File: config.mk
export PLATFORM = sky130hd
export DESIGN_NAME = roi_thresholded_depth_mean_flat
export DESIGN_NICKNAME = d
export VERILOG_FILES = /design/src/hdl/rtdm_pkg.sv /design/src/hdl/rtdm_in_if.sv /design/src/hdl/rtdm_out_if.sv /design/src/hdl/rtdm_queue.sv /design/src/hdl/rtdm_front.sv /design/src/hdl/rtdm_accum.sv /design/src/hdl/rtdm_divider.sv /design/src/hdl/roi_thresholded_depth_mean.sv /design/src/flat_wrapper.sv
export SDC_FILE = /design/constraint.sdc
export NUM_CORES = 1
export LEC_CHECK = 0
export BUFFER_PORTS_ARGS = -buffer_cell sky130_fd_sc_hd__buf_4
export CAP_MARGIN = 10
export CORE_ASPECT_RATIO = 0.8
export CORE_MARGIN = 8
export CORE_UTILIZATION = 27
export CTS_CLUSTER_DIAMETER = 150
export CTS_CLUSTER_SIZE = 25
export DETAILED_ROUTE_END_ITERATION = 16
export PLACE_DENSITY_LB_ADDON = 0.3
export SYNTH_ARGS = -nofsm -noshare
export SYNTH_HDL_FRONTEND = slang
export SYNTH_SLANG_ARGS = --single-unit
File: constraint.sdc
create_clock -name clk_i -period 14.62 [get_ports clk_i]
set_clock_uncertainty 0.2 [all_clocks]
set_input_delay 2.924 -clock clk_i [delete_from_list [all_inputs] [get_ports clk_i]]
set_output_delay 2.924 -clock clk_i [all_outputs]
set_load 0.02 [all_outputs]
File: src/hdl/rtdm_pkg.sv
// ----------------------------------------------------------------------------
// ROI thresholded depth mean package
// Widths, register codes, reset values and shared types of the block.
// ----------------------------------------------------------------------------
package rtdm_pkg;

  // Field widths.
  localparam int DepthW   = 16;
  localparam int BoxW     = 12;
  localparam int SpanW    = 12;
  localparam int DimW     = 11;
  localparam int CfgDataW = 16;
  localparam int CfgIdxW  = 3;

  // Default frame size limits.
  localparam int MaxCols = 1024;
  localparam int MaxRows = 1024;

  // Queue between the classifier and the accumulator.
  localparam int QueueDepth = 4;

  // Register reset values.
  localparam logic [BoxW-1:0]   BoxLeftRst    = '0;
  localparam logic [BoxW-1:0]   BoxTopRst     = '0;
  localparam logic [SpanW-1:0]  BoxSpanXRst   = SpanW'(256);
  localparam logic [SpanW-1:0]  BoxSpanYRst   = SpanW'(192);
  localparam logic [DimW-1:0]   FrameColsRst  = DimW'(256);
  localparam logic [DimW-1:0]   FrameRowsRst  = DimW'(192);
  localparam logic [DepthW-1:0] DepthLimitRst = '1;

  // Configuration register indexes.
  typedef enum logic [CfgIdxW-1:0] {
    CFG_BOX_LEFT    = 3'd0,
    CFG_BOX_TOP     = 3'd1,
    CFG_BOX_SPAN_X  = 3'd2,
    CFG_BOX_SPAN_Y  = 3'd3,
    CFG_FRAME_COLS  = 3'd4,
    CFG_FRAME_ROWS  = 3'd5,
    CFG_DEPTH_LIMIT = 3'd6
  } cfg_reg_e;

  // Current configuration as seen by the classifier.
  typedef struct packed {
    logic [BoxW-1:0]   box_left;
    logic [BoxW-1:0]   box_top;
    logic [SpanW-1:0]  box_span_x;
    logic [SpanW-1:0]  box_span_y;
    logic [DimW-1:0]   frame_cols;
    logic [DimW-1:0]   frame_rows;
    logic [DepthW-1:0] depth_limit;
  } cfg_t;

  // One classified pixel on its way to the accumulator.
  typedef struct packed {
    logic [DepthW-1:0] depth;
    logic              counted;
    logic              last;
  } item_t;

endpackage

File: src/hdl/rtdm_in_if.sv
// ----------------------------------------------------------------------------
// Depth pixel channel
// Valid/ready channel that carries one depth pixel and its end-of-frame mark.
// ----------------------------------------------------------------------------
interface rtdm_in_if;
  logic                        valid;
  logic                        ready;
  logic [rtdm_pkg::DepthW-1:0] depth_sample;
  logic                        frame_end;

  modport source (output valid, depth_sample, frame_end, input ready);
  modport sink   (input valid, depth_sample, frame_end, output ready);
endinterface

File: src/hdl/rtdm_out_if.sv
// ----------------------------------------------------------------------------
// Mean result channel
// Valid/ready channel that carries one frame's mean depth and its valid flag.
// ----------------------------------------------------------------------------
interface rtdm_out_if;
  logic                        valid;
  logic                        ready;
  logic [rtdm_pkg::DepthW-1:0] mean_depth;
  logic                        mean_valid;

  modport source (output valid, mean_depth, mean_valid, input ready);
  modport sink   (input valid, mean_depth, mean_valid, output ready);
endinterface

File: src/hdl/rtdm_queue.sv
// ----------------------------------------------------------------------------
// Classified pixel queue
// Small flip-flop FIFO that decouples the classifier from the accumulator.
// ----------------------------------------------------------------------------
module rtdm_queue (
  input  logic                clk_i,
  input  logic                rst_ni,
  input  logic                push_i,
  input  rtdm_pkg::item_t     data_i,
  output logic                full_o,
  input  logic                pop_i,
  output rtdm_pkg::item_t     data_o,
  output logic                empty_o
);

  localparam int PtrW = (rtdm_pkg::QueueDepth > 1) ? $clog2(rtdm_pkg::QueueDepth) : 1;
  localparam int FillW = $clog2(rtdm_pkg::QueueDepth + 1);

  rtdm_pkg::item_t  mem_q [rtdm_pkg::QueueDepth];
  logic [PtrW-1:0]  wr_ptr_q, wr_ptr_d;
  logic [PtrW-1:0]  rd_ptr_q, rd_ptr_d;
  logic [FillW-1:0] fill_q, fill_d;
  logic             do_push;
  logic             do_pop;

  assign full_o  = (fill_q == FillW'(rtdm_pkg::QueueDepth));
  assign empty_o = (fill_q == '0);
  assign data_o  = mem_q[rd_ptr_q];
  assign do_push = push_i && !full_o;
  assign do_pop  = pop_i && !empty_o;

  // Pointer and fill level update; pointers wrap at the queue depth.
  always_comb begin
    wr_ptr_d = wr_ptr_q;
    rd_ptr_d = rd_ptr_q;
    fill_d   = fill_q;
    if (do_push) begin
      wr_ptr_d = (wr_ptr_q == PtrW'(rtdm_pkg::QueueDepth - 1)) ? '0 : wr_ptr_q + 1'b1;
    end
    if (do_pop) begin
      rd_ptr_d = (rd_ptr_q == PtrW'(rtdm_pkg::QueueDepth - 1)) ? '0 : rd_ptr_q + 1'b1;
    end
    if (do_push && !do_pop) begin
      fill_d = fill_q + 1'b1;
    end else if (do_pop && !do_push) begin
      fill_d = fill_q - 1'b1;
    end
  end

  always_ff @(posedge clk_i or negedge rst_ni) begin
    if (!rst_ni) begin
      wr_ptr_q <= '0;
      rd_ptr_q <= '0;
      fill_q   <= '0;
    end else begin
      wr_ptr_q <= wr_ptr_d;
      rd_ptr_q <= rd_ptr_d;
      fill_q   <= fill_d;
    end
  end

  // Storage holds payload only.
  always_ff @(posedge clk_i) begin
    if (do_push) begin
      mem_q[wr_ptr_q] <= data_i;
    end
  end

endmodule

File: src/hdl/rtdm_front.sv
// ----------------------------------------------------------------------------
// Pixel classifier
// Tracks raster position and decides per pixel whether it enters the mean.
// ----------------------------------------------------------------------------
module rtdm_front #(
  parameter int MAX_COLS = rtdm_pkg::MaxCols,
  parameter int MAX_ROWS = rtdm_pkg::MaxRows
) (
  input  logic               clk_i,
  input  logic               rst_ni,
  input  rtdm_pkg::cfg_t     cfg_i,
  rtdm_in_if.sink            pix_i,
  output logic               push_o,
  output rtdm_pkg::item_t    item_o,
  input  logic               full_i
);

  localparam int ColW = (MAX_COLS > 1) ? $clog2(MAX_COLS) : 1;
  localparam int RowW = (MAX_ROWS > 1) ? $clog2(MAX_ROWS) : 1;
  localparam int DimMaxW = (ColW > RowW) ? ColW : RowW;
  // Holds box start plus span, and the largest frame size, as signed values.
  localparam int CmpW = (DimMaxW + 3 > rtdm_pkg::SpanW + 2) ? DimMaxW + 3
                                                            : rtdm_pkg::SpanW + 2;
  localparam logic signed [CmpW-1:0] MaxColsS = CmpW'(MAX_COLS);
  localparam logic signed [CmpW-1:0] MaxRowsS = CmpW'(MAX_ROWS);
  localparam logic signed [CmpW-1:0] OneS     = CmpW'(1);

  logic [ColW-1:0]         col_q, col_d;
  logic [RowW-1:0]         row_q, row_d;
  logic                    overrun_q, overrun_d;
  logic signed [CmpW-1:0]  col_s, row_s;
  logic signed [CmpW-1:0]  fc_s, fr_s, cols_s, rows_s;
  logic signed [CmpW-1:0]  left_s, top_s, right_s, bottom_s;
  logic                    in_x, in_y, depth_ok;
  logic                    accept;

  assign pix_i.ready = !full_i;
  assign accept      = pix_i.valid && !full_i;
  assign push_o      = accept;

  // Frame size clamped to one up to the maximum.
  always_comb begin
    fc_s = $signed(CmpW'(cfg_i.frame_cols));
    fr_s = $signed(CmpW'(cfg_i.frame_rows));
    if (cfg_i.frame_cols == '0) begin
      cols_s = OneS;
    end else if (fc_s > MaxColsS) begin
      cols_s = MaxColsS;
    end else begin
      cols_s = fc_s;
    end
    if (cfg_i.frame_rows == '0) begin
      rows_s = OneS;
    end else if (fr_s > MaxRowsS) begin
      rows_s = MaxRowsS;
    end else begin
      rows_s = fr_s;
    end
  end

  // Box test; positions are never negative, so a box start left of the
  // frame needs no separate clip.
  always_comb begin
    col_s    = $signed(CmpW'(col_q));
    row_s    = $signed(CmpW'(row_q));
    left_s   = CmpW'($signed(cfg_i.box_left));
    top_s    = CmpW'($signed(cfg_i.box_top));
    right_s  = left_s + $signed(CmpW'(cfg_i.box_span_x));
    bottom_s = top_s + $signed(CmpW'(cfg_i.box_span_y));
    in_x     = (col_s >= left_s) && (col_s < right_s) && (col_s < cols_s);
    in_y     = (row_s >= top_s) && (row_s < bottom_s) && (row_s < rows_s);
    depth_ok = (pix_i.depth_sample <= cfg_i.depth_limit);
  end

  always_comb begin
    item_o.depth   = pix_i.depth_sample;
    item_o.counted = !overrun_q && in_x && in_y && depth_ok;
    item_o.last    = pix_i.frame_end;
  end

  // Raster position: restart on frame end, hold after the last row.
  always_comb begin
    col_d     = col_q;
    row_d     = row_q;
    overrun_d = overrun_q;
    if (accept) begin
      if (pix_i.frame_end) begin
        col_d     = '0;
        row_d     = '0;
        overrun_d = 1'b0;
      end else if (!overrun_q) begin
        if (col_s >= cols_s - OneS) begin
          col_d = '0;
          if (row_s >= rows_s - OneS) begin
            overrun_d = 1'b1;
          end else begin
            row_d = row_q + 1'b1;
          end
        end else begin
          col_d = col_q + 1'b1;
        end
      end
    end
  end

  always_ff @(posedge clk_i or negedge rst_ni) begin
    if (!rst_ni) begin
      col_q     <= '0;
      row_q     <= '0;
      overrun_q <= 1'b0;
    end else begin
      col_q     <= col_d;
      row_q     <= row_d;
      overrun_q <= overrun_d;
    end
  end

endmodule

File: src/hdl/rtdm_accum.sv
// ----------------------------------------------------------------------------
// Depth accumulator
// Sums counted depths and pixel count, hands both to the divider at frame end.
// ----------------------------------------------------------------------------
module rtdm_accum #(
  parameter int CNT_W = 21,
  parameter int SUM_W = 37
) (
  input  logic               clk_i,
  input  logic               rst_ni,
  input  rtdm_pkg::item_t    item_i,
  input  logic               empty_i,
  output logic               pop_o,
  output logic               start_o,
  output logic [SUM_W-1:0]   sum_o,
  output logic [CNT_W-1:0]   count_o,
  input  logic               start_ready_i
);

  logic [SUM_W-1:0] sum_q, sum_d;
  logic [CNT_W-1:0] cnt_q, cnt_d;
  logic [SUM_W-1:0] sum_add;
  logic [CNT_W-1:0] cnt_add;

  // Totals including the pixel at the head of the queue.
  always_comb begin
    sum_add = sum_q + (item_i.counted ? SUM_W'(item_i.depth) : '0);
    cnt_add = cnt_q + (item_i.counted ? CNT_W'(1) : '0);
  end

  // A frame-end beat waits until the divider can take the totals.
  assign start_o = !empty_i && item_i.last;
  assign pop_o   = !empty_i && (!item_i.last || start_ready_i);
  assign sum_o   = sum_add;
  assign count_o = cnt_add;

  always_comb begin
    sum_d = sum_q;
    cnt_d = cnt_q;
    if (pop_o) begin
      if (item_i.last) begin
        sum_d = '0;
        cnt_d = '0;
      end else begin
        sum_d = sum_add;
        cnt_d = cnt_add;
      end
    end
  end

  always_ff @(posedge clk_i or negedge rst_ni) begin
    if (!rst_ni) begin
      sum_q <= '0;
      cnt_q <= '0;
    end else begin
      sum_q <= sum_d;
      cnt_q <= cnt_d;
    end
  end

endmodule

File: src/hdl/rtdm_divider.sv
// ----------------------------------------------------------------------------
// Mean divider
// Restoring divider, one quotient bit per cycle, with a held result register.
// ----------------------------------------------------------------------------
module rtdm_divider #(
  parameter int CNT_W = 21,
  parameter int SUM_W = 37
) (
  input  logic               clk_i,
  input  logic               rst_ni,
  input  logic               start_i,
  input  logic [SUM_W-1:0]   sum_i,
  input  logic [CNT_W-1:0]   count_i,
  output logic               start_ready_o,
  rtdm_out_if.source         mean_o
);

  localparam int QW    = rtdm_pkg::DepthW;
  localparam int StepW = $clog2(QW);

  typedef enum logic [1:0] {
    ST_IDLE,
    ST_RUN,
    ST_DONE
  } state_e;

  state_e           state_q;
  logic [SUM_W-1:0] rem_q;
  logic [SUM_W-1:0] dvs_q;
  logic [QW-1:0]    quo_q;
  logic [StepW-1:0] step_q;
  logic             mv_q;
  logic             ge;

  assign start_ready_o     = (state_q == ST_IDLE);
  assign ge                = (rem_q >= dvs_q);
  assign mean_o.valid      = (state_q == ST_DONE);
  assign mean_o.mean_depth = quo_q;
  assign mean_o.mean_valid = mv_q;

  // The mean never exceeds the largest depth, so the divisor starts shifted
  // up by one less than the quotient width.
  always_ff @(posedge clk_i or negedge rst_ni) begin
    if (!rst_ni) begin
      state_q <= ST_IDLE;
      rem_q   <= '0;
      dvs_q   <= '0;
      quo_q   <= '0;
      step_q  <= '0;
      mv_q    <= 1'b0;
    end else begin
      unique case (state_q)
        ST_IDLE: begin
          if (start_i) begin
            quo_q <= '0;
            if (count_i == '0) begin
              mv_q    <= 1'b0;
              state_q <= ST_DONE;
            end else begin
              rem_q   <= sum_i;
              dvs_q   <= SUM_W'(count_i) << (QW - 1);
              step_q  <= StepW'(QW - 1);
              state_q <= ST_RUN;
            end
          end
        end
        ST_RUN: begin
          if (ge) begin
            rem_q <= rem_q - dvs_q;
          end
          quo_q <= {quo_q[QW-2:0], ge};
          dvs_q <= dvs_q >> 1;
          if (step_q == '0) begin
            mv_q    <= 1'b1;
            state_q <= ST_DONE;
          end else begin
            step_q <= step_q - 1'b1;
          end
        end
        ST_DONE: begin
          if (mean_o.ready) begin
            state_q <= ST_IDLE;
          end
        end
        default: begin
          state_q <= ST_IDLE;
        end
      endcase
    end
  end

endmodule

File: src/hdl/roi_thresholded_depth_mean.sv
// ----------------------------------------------------------------------------
// ROI thresholded depth mean
// Mean depth of the pixels inside a box and below a depth limit, per frame.
// ----------------------------------------------------------------------------
// Usage:
// Depth pixels enter on pix_i in raster order, one beat per pixel, with
// frame_end set on the last pixel of a frame. The block tracks column and row
// itself. Each frame-end beat yields exactly one beat on mean_o: the truncated
// mean depth and mean_valid, which is 0 (with mean_depth 0) if no pixel counted.
// Registers are to be written through cfg_we_i/cfg_idx_i/cfg_data_i only
// while idle; the block does not enforce this. Throughput is one pixel per
// cycle; the classifier takes a pixel whenever the four-entry queue in front
// of the accumulator has room. With the queue and divider idle, an accepted
// frame-end beat passes the queue register and the divider's launch step,
// then the bit-serial divider runs and the result beat is offered. A frame
// with no counted pixel skips the bit-serial divider and is offered once the
// frame-end beat has passed the queue register and the launch step. A second
// frame end waits at the accumulator until the previous result has been taken,
// pixels behind it pile up in the queue, and then pix_i.ready drops.
// A stalled result holds on mean_o until taken. Reset clears positions,
// totals, queue and divider, and loads the register defaults.
// ----------------------------------------------------------------------------
module roi_thresholded_depth_mean #(
  parameter int MAX_COLS = rtdm_pkg::MaxCols,
  parameter int MAX_ROWS = rtdm_pkg::MaxRows
) (
  input  logic                          clk_i,
  input  logic                          rst_ni,
  input  logic                          cfg_we_i,
  input  logic [rtdm_pkg::CfgIdxW-1:0]  cfg_idx_i,
  input  logic [rtdm_pkg::CfgDataW-1:0] cfg_data_i,
  rtdm_in_if.sink                       pix_i,
  rtdm_out_if.source                    mean_o
);

  localparam int CntW = $clog2(MAX_COLS * MAX_ROWS + 1);
  localparam int SumW = CntW + rtdm_pkg::DepthW;

  rtdm_pkg::cfg_t  cfg_q;
  rtdm_pkg::item_t push_item;
  rtdm_pkg::item_t head_item;
  logic            push;
  logic            full;
  logic            pop;
  logic            empty;
  logic            div_start;
  logic            div_ready;
  logic [SumW-1:0] div_sum;
  logic [CntW-1:0] div_count;

  // Configuration registers; unknown indexes are ignored.
  always_ff @(posedge clk_i or negedge rst_ni) begin
    if (!rst_ni) begin
      cfg_q.box_left    <= rtdm_pkg::BoxLeftRst;
      cfg_q.box_top     <= rtdm_pkg::BoxTopRst;
      cfg_q.box_span_x  <= rtdm_pkg::BoxSpanXRst;
      cfg_q.box_span_y  <= rtdm_pkg::BoxSpanYRst;
      cfg_q.frame_cols  <= rtdm_pkg::FrameColsRst;
      cfg_q.frame_rows  <= rtdm_pkg::FrameRowsRst;
      cfg_q.depth_limit <= rtdm_pkg::DepthLimitRst;
    end else if (cfg_we_i) begin
      unique case (rtdm_pkg::cfg_reg_e'(cfg_idx_i))
        rtdm_pkg::CFG_BOX_LEFT:    cfg_q.box_left    <= cfg_data_i[rtdm_pkg::BoxW-1:0];
        rtdm_pkg::CFG_BOX_TOP:     cfg_q.box_top     <= cfg_data_i[rtdm_pkg::BoxW-1:0];
        rtdm_pkg::CFG_BOX_SPAN_X:  cfg_q.box_span_x  <= cfg_data_i[rtdm_pkg::SpanW-1:0];
        rtdm_pkg::CFG_BOX_SPAN_Y:  cfg_q.box_span_y  <= cfg_data_i[rtdm_pkg::SpanW-1:0];
        rtdm_pkg::CFG_FRAME_COLS:  cfg_q.frame_cols  <= cfg_data_i[rtdm_pkg::DimW-1:0];
        rtdm_pkg::CFG_FRAME_ROWS:  cfg_q.frame_rows  <= cfg_data_i[rtdm_pkg::DimW-1:0];
        rtdm_pkg::CFG_DEPTH_LIMIT: cfg_q.depth_limit <= cfg_data_i[rtdm_pkg::DepthW-1:0];
        default: begin
        end
      endcase
    end
  end

  // Front: position tracking and classification.
  rtdm_front #(
    .MAX_COLS (MAX_COLS),
    .MAX_ROWS (MAX_ROWS)
  ) u_front (
    .clk_i  (clk_i),
    .rst_ni (rst_ni),
    .cfg_i  (cfg_q),
    .pix_i  (pix_i),
    .push_o (push),
    .item_o (push_item),
    .full_i (full)
  );

  // Queue between front and back.
  rtdm_queue u_queue (
    .clk_i   (clk_i),
    .rst_ni  (rst_ni),
    .push_i  (push),
    .data_i  (push_item),
    .full_o  (full),
    .pop_i   (pop),
    .data_o  (head_item),
    .empty_o (empty)
  );

  // Back: accumulation and division.
  rtdm_accum #(
    .CNT_W (CntW),
    .SUM_W (SumW)
  ) u_accum (
    .clk_i         (clk_i),
    .rst_ni        (rst_ni),
    .item_i        (head_item),
    .empty_i       (empty),
    .pop_o         (pop),
    .start_o       (div_start),
    .sum_o         (div_sum),
    .count_o       (div_count),
    .start_ready_i (div_ready)
  );

  rtdm_divider #(
    .CNT_W (CntW),
    .SUM_W (SumW)
  ) u_divider (
    .clk_i         (clk_i),
    .rst_ni        (rst_ni),
    .start_i       (div_start),
    .sum_i         (div_sum),
    .count_i       (div_count),
    .start_ready_o (div_ready),
    .mean_o        (mean_o)
  );

endmodule

File: src/flat_wrapper.sv
// flat-port wrapper written by rule: the top's interface ports become plain ports
module roi_thresholded_depth_mean_flat 
#(
  parameter int MAX_COLS = rtdm_pkg::MaxCols,
  parameter int MAX_ROWS = rtdm_pkg::MaxRows
)
  (clk_i, rst_ni, cfg_we_i, cfg_idx_i, cfg_data_i, pix_i_valid, pix_i_depth_sample, pix_i_frame_end, pix_i_ready, mean_o_valid, mean_o_mean_depth, mean_o_mean_valid, mean_o_ready);
  rtdm_in_if pix_i_i ();
  rtdm_out_if mean_o_i ();
  input  logic clk_i;
  input  logic rst_ni;
  input  logic cfg_we_i;
  input  logic [rtdm_pkg::CfgIdxW-1:0] cfg_idx_i;
  input  logic [rtdm_pkg::CfgDataW-1:0] cfg_data_i;
  input wire logic [$bits(pix_i_i.valid)-1:0] pix_i_valid;
  input wire logic [$bits(pix_i_i.depth_sample)-1:0] pix_i_depth_sample;
  input wire logic [$bits(pix_i_i.frame_end)-1:0] pix_i_frame_end;
  output wire logic [$bits(pix_i_i.ready)-1:0] pix_i_ready;
  output wire logic [$bits(mean_o_i.valid)-1:0] mean_o_valid;
  output wire logic [$bits(mean_o_i.mean_depth)-1:0] mean_o_mean_depth;
  output wire logic [$bits(mean_o_i.mean_valid)-1:0] mean_o_mean_valid;
  input wire logic [$bits(mean_o_i.ready)-1:0] mean_o_ready;
  assign pix_i_i.valid = pix_i_valid;
  assign pix_i_i.depth_sample = pix_i_depth_sample;
  assign pix_i_i.frame_end = pix_i_frame_end;
  assign pix_i_ready = pix_i_i.ready;
  assign mean_o_valid = mean_o_i.valid;
  assign mean_o_mean_depth = mean_o_i.mean_depth;
  assign mean_o_mean_valid = mean_o_i.mean_valid;
  assign mean_o_i.ready = mean_o_ready;
  roi_thresholded_depth_mean #(.MAX_COLS(MAX_COLS), .MAX_ROWS(MAX_ROWS)) u_core (.clk_i(clk_i), .rst_ni(rst_ni), .cfg_we_i(cfg_we_i), .cfg_idx_i(cfg_idx_i), .cfg_data_i(cfg_data_i), .pix_i(pix_i_i), .mean_o(mean_o_i));
endmodule
==> key figures, run 1 <==
Outcome
  – Outcome: finished clean

STA
  – Hold_ws: 0.2963 ns
  – RSZ-0062 raised after global routing: false
  – Fin. Hold Viols: 0
  – Max Slew Vio Count: 0
  – Tcrit/Tclk final: 34.40%
  – Worst-margin pin slew: ~1.2 ns
  – Worst rel slew slack: a little under a quarter
  – Final setup violation count: 0
  – Tmin final: 5.030 ns
  – Setup TNS: 0 ns
  – FMAX: 198.8 MHz

Critical path
  – Critical Path Source Type: flop
  – Flop-to-flop setup slack: 9.59 ns
  – Worst path max stage delay: between 0.6 and 0.7 ns
  – Crit path max fanout: 21
  – Type of the worst setup path: reg -> reg
  – CP required: around 15 ns
  – Critical path's slowest cell: a211oi_1
  – Critical Path AT: 5.31 ns
  – Worst setup EP type: flop
  – Cell Chain, Critical Path: buf_4 > mux4_2 > nor2b_1 > ha_1 > fa_1 > a211o_1 > a2111o_1 > a31o_2 > a211oi_1 > nor3_1 > and2_1 > xnor2_1 > a22o_1 > a21oi_1

Yosys
  – Post-synthesis mux area share: 6.609%
  – Post-synth top cells: 246 x dfrtp_1, 194 x o21ai_0, 185 x ha_1, 183 x nand2_1, 133 x nor2_1
  – Post-synthesis sequential area ratio: between 40% and 50%
  – Post-Syn Instances: approximately 2,200
  – Syn Nets: 2,397
  – Synth Area in Simple Gates: 13.65%
  – Async SR Flop Fraction: between 70% and 80%
  – Adder-Cell Fraction of Synth Area: 11.30%
  – EDFF count, synth: between 70 and 80
  – Yosys reg bits: 340
  – Netlist cell types: 83
  – Mapped Area: 21,370 sq um
  – Prevailing post-synth register cell: dfrtp_1
  – Most numerous cell in the Yosys netlist: dfrtp_1
  – Post-synthesis compound-gate area fraction: 18.24%
  – Synth Area in XOR/XNOR: 4.876%
  – Synth warn: 0
  – Top cells by area, synth: dfrtp_1 29%, ha_1 11%, edfxtp_1 10%
  – Syn avg cell area: 9.867 sq um
  – Synth top area share: 28.80%
  – Largest family of logic cells by synthesized area: compound AO/OA/AOI/OAI gates
  – Yosys top cell by area: dfrtp_1

Power
  – Internal: 2.462 mW
  – Net Sw Power: a little over 2 mW
  – Pwr Density: 192.8 nW/um^2
  – Combinational fraction of design power: between 50 and 60%
  – Switching Share: between 40 and 50%
  – Peak supply drop: 0.00008237 V
  – Leak: 9.876 nW
  – Sequential share of power: 30.5%
  – Clock share of power: about an eighth

GRT
  – GRT overflow: 0
  – Gr usage total: roughly 12%
  – First-pass GRT wire length: around 90,000 um
  – Initial antenna violation count: 2
  – Pin count of the biggest net entering global routing: 86
  – Number of global-route vias before repair: 15,870

Drt
  – Via count: 16,050
  – Detailed Routing Iterations Pass 1: 5
  – Post-DRT Antenna Nets: 0
  – Residual DRC: 0
  – Iteration-0 DRC Markers: about 1,100
  – DRT Wirelength: 55,370 um
  – Drt via density: around 5
  – Post-detailed-route wirelength per cell: roughly 17 um

Clocking
  – CTS tree: yes
  – CTS root buf: clkbuf_16
  – Post-CTS Resized: 0
  – Clk Latency, worst-skew pair: 0.55 ns
  – Clk slew on worst S/H paths: 0.11 ns
  – Number of CTS-inserted buffers: 17
  – Cts hold-fix bufs: 0
  – H-tree Lvls: 1
  – Clock Tree Buf Depth: 3
  – Clock sinks: 340
  – Setup Fix Bufs, Post-CTS: 0

Final layout
  – Multi-input logic area: 11,720 sq um
  – Number of fill cells: slightly above 8,000
  – Final #Nets: between 2,000 and 2,500
  – Reg area: between 8000 and 9000 sq um
  – Post-Layout Inst Area: 23,390 sq um
  – Layout cell share with drive strength beyond 1: 11.06%
  – P&R area growth vs syn: 9.454%
  – Core Util, Final: 29.76%

Die
  – Ports: 60
  – Die Wd: about 330 um
  – Row count: 92
  – Starting Density: roughly 27%
  – Die height: 267.7 um
  – Die area: 88,470 sq um
  – Core area: 78,620 sq um

Hold path
  – Hold Path Class: reg -> reg

Place
  – DP Area: 22,920 sq um
  – Port Buffer Count: 59
  – Hpwl dp: approximately 40,000 um
  – Routability cong.: 0.8289

Job
  – Max Cap Viol: 0
-- final cells by class --
type / count / share of cell area, %
sequential: 340 / 38.03
inverter: 117 / 1.877
antenna: 1 / 0.01070
clock buffer: 24 / 1.931
timing repair buffer: 75 / 2.439
tap: 1034 / 5.530
clock inverter: 2 / 0.08558
multi-input combinational: 1621 / 50.10
-- power groups by stage --
stage / combinational, mW / clock (mW) / sequential (mW)
5_1_grt: 2.90 / 0.603 / 1.41
2_1_floorplan: 1.95 / 0 / 1.34
3_5_place_dp: 2.58 / 0 / 1.39
6_report: 2.59 / 0.546 / 1.37
3_3_place_gp: 2.55 / 0 / 1.39
4_1_cts: 2.60 / 0.574 / 1.38
-- cell families (layout without fill, tap and decap cells) --
logic type	after synthesis	in the layout
mux	110	110
compound gates	604	604
other cells	0	1
flops	340	340
buf+inv	205	218
fa+ha+maj	190	190
xor+xnor	119	119
simple gates	598	598
-- stage by stage --
stage | power, mW | worst slack, ns | cells
final | 4.509 | 9.590 | 3214
after global routing | 4.911 | 9.195 | 3213
after floorplan | 3.288 | 9.657 | 2166
after global placement | 3.933 | 9.216 | 3187
after detailed placement | 3.975 | 9.148 | 3187
after CTS | 4.548 | 9.566 | 3213
-- layout by cell type, fill, tap and decap left out, types with 8 or more instances in the layout --
| master | netlist | layout |
|---|---|---|
| dfrtp_1 | 246 | 246 |
| o21ai_0 | 194 | 193 |
| ha_1 | 185 | 185 |
| nand2_1 | 183 | 183 |
| nor2_1 | 133 | 132 |
| a21oi_1 | 126 | 126 |
| inv_1 | 117 | 117 |
| buf_4 | 1 | 74 |
| xnor2_1 | 72 | 72 |
| edfxtp_1 | 72 | 72 |
| mux2_2 | 71 | 71 |
| nand3_1 | 54 | 54 |
| xor2_1 | 47 | 47 |
| a21o_1 | 41 | 41 |
| nand2b_1 | 42 | 40 |
| a22o_1 | 38 | 38 |
| o21a_1 | 33 | 33 |
| nor3_1 | 34 | 32 |
| nor2b_1 | 32 | 31 |
| and3_1 | 27 | 27 |
| o31ai_1 | 22 | 22 |
| dfstp_2 | 22 | 22 |
| nand4_1 | 21 | 21 |
| a211oi_1 | 20 | 20 |
| o22ai_1 | 20 | 20 |
| mux4_2 | 17 | 17 |
| clkbuf_16 | 0 | 17 |
| o211ai_1 | 15 | 15 |
| mux2i_1 | 14 | 14 |
| nor4_1 | 13 | 13 |
| and2_1 | 13 | 13 |
| a31oi_1 | 11 | 11 |
| or3_1 | 10 | 10 |
| or2_2 | 8 | 8 |
| a22oi_1 | 8 | 8 |
| mux2_1 | 8 | 8 |
-- state kept, by name, indices dropped and copies added (netlist names) --
signal / cells
u_core.u_front.row_q: 10
u_core.u_divider.mean_o.mean_valid: 1
u_core.u_queue.rd_ptr_q: 2
u_core.u_divider.mean_o.mean_depth: 16
u_core.u_queue.wr_ptr_q: 2
u_core.u_front.col_q: 10
u_core.u_divider.dvs_q: 36
u_core.u_queue.mem_q: 72
u_core.u_front.overrun_q: 1
u_core.u_queue.fill_q: 3
u_core.u_accum.sum_q: 37
u_core.u_divider.step_q: 4
u_core.u_accum.cnt_q: 21
u_core.cfg_q: 86
u_core.u_divider.rem_q: 37
u_core.u_divider.state_q: 2
-- path summary, 6_finish.rpt --
check                                      startpoint                         end  cells past startpoint
hold / removal             u_core.u_divider.dvs_q[15]  u_core.u_divider.dvs_q[15]                      2
setup reg to reg           u_core.u_queue.rd_ptr_q[0]  u_core.u_divider.rem_q[30]                     14
min in group asynchronous                      rst_ni   u_core.u_divider.dvs_q[6]                      1
setup / recovery           u_core.u_queue.rd_ptr_q[0]  u_core.u_divider.rem_q[30]                     14
max in group asynchronous                      rst_ni  u_core.u_divider.dvs_q[19]                      2
hold reg to reg            u_core.u_divider.dvs_q[15]  u_core.u_divider.dvs_q[15]                      2
-- routing by layer --
layer	vias to the layer above	wire (um)	GRT usage, %
li1	7854	-	-
met1	7859	27690	17.99
met2	283	24750	19.76
met3	51	1875	1.446
met4	2	1041	2.526
met5	-	11	0
-- critical path: cells and delay by family, from the launching register on --
family          cells  cell delay [ns]
compound gates      6             1.94
simple gates        3             0.70
fa+ha+maj           2             0.65
mux                 1             0.54
flops               1             0.40
buf+inv             1             0.37
xor+xnor            1             0.14
Power figures use the tool's default switching activity.
==> run 2, diff against run 1 <==
ABC_AREA = 1   (was not set)
clock period = 4.35 ns   (was 14.62 ns; I/O delays follow)
==> run 2 against run 1 <==
  * Sequential share of layout area is 2.6 points lower
  * Setup slack worse by 9.1 ns
  * First-iteration DRC count is 73% higher
  * Synthesized area is 6.9% higher
  * Sequential power grew to 3.2 times the previous value
  * Fmax is 32% higher
  * Flip-flop and latch count stayed put
  * Die area is 6.5% higher
==> key figures, run 2 <==
STA
  – Setup TNS: 0 ns
  – Tmin final: between 3 and 4 ns
  – Final setup violation count: 0
  – Tcrit/Tclk final: 87.60%
  – Final worst setup slack: 0.5395 ns
  – RSZ-0062 raised after global routing: false
  – Worst-margin pin slew: between 1 and 1.5 ns
  – Fin. Hold Viols: 0
  – Max Slew Vio Count: 0
  – FMAX: 262.4 MHz
  – Worst rel slew slack: 29.58%

Final layout
  – Final #Nets: 3,325
  – Number of flip-flops in the largest register: 86
  – Most frequent cells in the layout: 852 x nand2_1, 343 x inv_1, 286 x o21ai_0
  – Number of fill cells: between 9,000 and 10,000
  – Regs by FF count: u_core.cfg_q: 86 flops, u_core.u_queue.mem_q: 72 flops
  – Most common cell after layout, fill and taps aside: nand2_1
  – Antenna Cells: 0
  – P&R area growth vs syn: 9.836%
  – Layout cell share with drive strength beyond 1: 5.480%
  – Biggest register: u_core.cfg_q

Critical path
  – Worst setup EP type: flop
  – Worst path max stage delay: ~0.4 ns
  – Stages on worst setup path: 19
  – Worst Reg-to-Reg Cells: 19
  – Crit path buffers/inverters: 2
  – Critical path's slowest cell: dfrtp_1
  – Type of the worst setup path: reg -> reg
  – Cell Chain, Critical Path: buf_4 > nor2_1 > o22ai_1 > buf_4 > ha_1 > ha_1 > nand2_2 > nor2_4 > nand2_1 > o21ai_1 > nand2_1 > nor2_1 > nand2_1 > nor2_1 > nand2_2 > nand3_4 > nand2_4 > nand2_1 > nand2_1
  – Crit path max fanout: 37
  – Most common cell on crit path: nand2_1
  – Critical Path Source Type: flop
  – CP required: 4.61 ns
  – Critical Path AT: a little over 4 ns
  – CP delay by family, top: simple AND/OR/NAND/NOR gates

Yosys
  – Async SR Flop Fraction: 78.82%
  – Netlist cell types: 55
  – Yosys reg bits: 340
  – Post-synthesis sequential area ratio: 38.94%
  – Syn avg cell area: 7.454 sq um
  – Most numerous cell in the Yosys netlist: nand2_1
  – Post-synth top cells: 852 x nand2_1, 344 x inv_1, 286 x o21ai_0, 265 x nor2_1, 246 x dfrtp_1
  – Synth warn: 0
  – Syn Nets: 3,296
  – Post-Syn Instances: 3,065
  – Mapped Area: 22,850 sq um
  – EDFF count, synth: slightly above 70
  – Top cells by area, synth: dfrtp_1 27%, nand2_1 14%, ha_1 10%
  – Synth top area share: 26.94%
  – Prevailing post-synth register cell: dfrtp_1
  – Yosys top cell by area: dfrtp_1

Hold path
  – Hold Path Depth: 2
  – Hold Path Class: reg -> reg

Die
  – Core area: about 84,000 sq um
  – Starting Density: 27.23%
  – Die Wd: ~340 um
  – Die height: 276.2 um
  – Die area: 94,240 sq um
  – Row count: 95
  – Ports: 60

GRT
  – Initial antenna violation count: 2
  – Number of global-route vias before repair: slightly below 20,000
  – GRT overflow: 0
  – Global routing usage on met3: 2.339%
  – First-pass GRT wire length: 110,600 um
  – M2 GR Usage: between 20 and 25%
  – Pin count of the biggest net entering global routing: 113
  – Gr busiest metal: met1
  – Gr usage total: 14.27%
  – GR Layer Usage met1: between 20 and 25%

Drt
  – Post-detailed-route wirelength per cell: about 16 um
  – Detailed Routing Iterations Pass 1: 6
  – Via count: 20,360
  – Iteration-0 DRC Markers: 1,820
  – DRT Wirelength: 68,950 um
  – Residual DRC: 0
  – Post-DRT Antenna Nets: 0
  – Drt via density: a little under 5

Clocking
  – CTS tree: yes
  – Number of CTS-inserted buffers: 17
  – CTS root buf: clkbuf_16
  – Clock sinks: between 300 and 400
  – Setup Fix Bufs, Post-CTS: 0
  – H-tree Lvls: 1
  – Clk Latency, worst-skew pair: 0.56 ns
  – Clk slew on worst S/H paths: between 0.1 and 0.15 ns
  – Clock Tree Buf Depth: 3

Place
  – Port Buffer Count: just under 60
  – Dpl ws: 0.5303 ns
  – Routability cong.: 0.9517
  – Hpwl dp: 52,790 um

Power
  – Peak supply drop: 0.0003118 V
  – Leak: 11.97 nW
  – Pwr Density: 610.7 nW/um^2

Job
  – Max Cap Viol: 0

Outcome
  – Outcome: finished clean
-- run 2: cell count changes in the layout (fill, tap and decap cells not counted), moves of 36 or more --
cell | before | now
inv_1 | 117 | 343
nand2b_1 | 40 | 1
xnor2_1 | 72 | 28
o21ai_0 | 193 | 286
nand2_1 | 183 | 852
nor2_1 | 132 | 260
a21o_1 | 41 | 5
nand3_1 | 54 | 235
mux2_2 | 71 | 1
-- run 2: repair_timing --
item	4_1_cts	5_1_grt
hold buffers	1	0
endpoints found under the setup margin	0	1
gates resized for setup	0	1
endpoints found under the hold margin	33	0
-- run 2: worst paths after layout --
path / startpoint / slack, ns / endpoint
worst max-delay path: u_core.u_queue.rd_ptr_q[0] / 0.54 / u_core.u_divider.rem_q[28]
worst min-delay path: u_core.cfg_q[14] / 0.29 / u_core.cfg_q[14]
worst max register to register: u_core.u_queue.rd_ptr_q[0] / 0.54 / u_core.u_divider.rem_q[28]
worst min register to register: u_core.cfg_q[14] / 0.29 / u_core.cfg_q[14]
max in group asynchronous: rst_ni / 2.37 / u_core.u_accum.cnt_q[20]
min in group asynchronous: rst_ni / 0.58 / u_core.u_accum.sum_q[14]
-- run 2: cell families (layout without fill, tap and decap cells) --
family | count (synthesis) | after routing | share of synthesized area, %
AND/OR/NAND/NOR | 1489 | 1489 | 27.39
AO/OA/AOI/OAI | 548 | 548 | 13.02
buffers and inverters | 427 | 464 | 7.344
flip-flops | 340 | 340 | 38.94
adder cells (fa/ha/maj) | 190 | 190 | 10.57
XOR/XNOR | 70 | 70 | 2.683
multiplexers | 1 | 1 | 0.04928
-- run 2: power breakdown --
group	internal [mW]	switching (mW)
registers	3.93	0.462
logic	2.83	6.23
clock network	0.748	1.12
total	7.51	7.82
-- run 2: metrics by stage --
step	util (%)	cells	hold WS (ns)	cell area [sq um]	power, mW
after CTS	29.90	4217	0.2937	25090	15.36
final	29.90	4217	0.2886	25090	15.32
after detailed placement	29.32	4189	0.2729	24600	13.43
after global placement	29.32	4189	0.2666	24600	13.41
after global routing	29.90	4217	0.2973	25090	16.75
after floorplan	-	3065	0.2545	22850	10.74
-- run 2: metal layers --
layer  vias up  share of wire, %
met5         -             0.019
met4         2               1.6
met3        70               6.2
met2       518                40
met1      9551                52
li1      10220                 -
-- run 2: area by class of cell --
cell class / count / area, sq um / area share [%]
Multi-Input combinational cell: 2298 / 12300 / 49.01
Sequential cell: 340 / 8896 / 35.45
Inverter: 346 / 1299 / 5.176
Tap cell: 1115 / 1395 / 5.559
Timing Repair Buffer: 91 / 730.7 / 2.912
Clock inverter: 2 / 20.02 / 0.07978
Clock buffer: 25 / 455.4 / 1.815
-- run 2: worst min-delay path, cell delays in order (launching register included) --
cell     delay, ns
dfstp_2       0.37
inv_1         0.06
a21oi_1       0.06
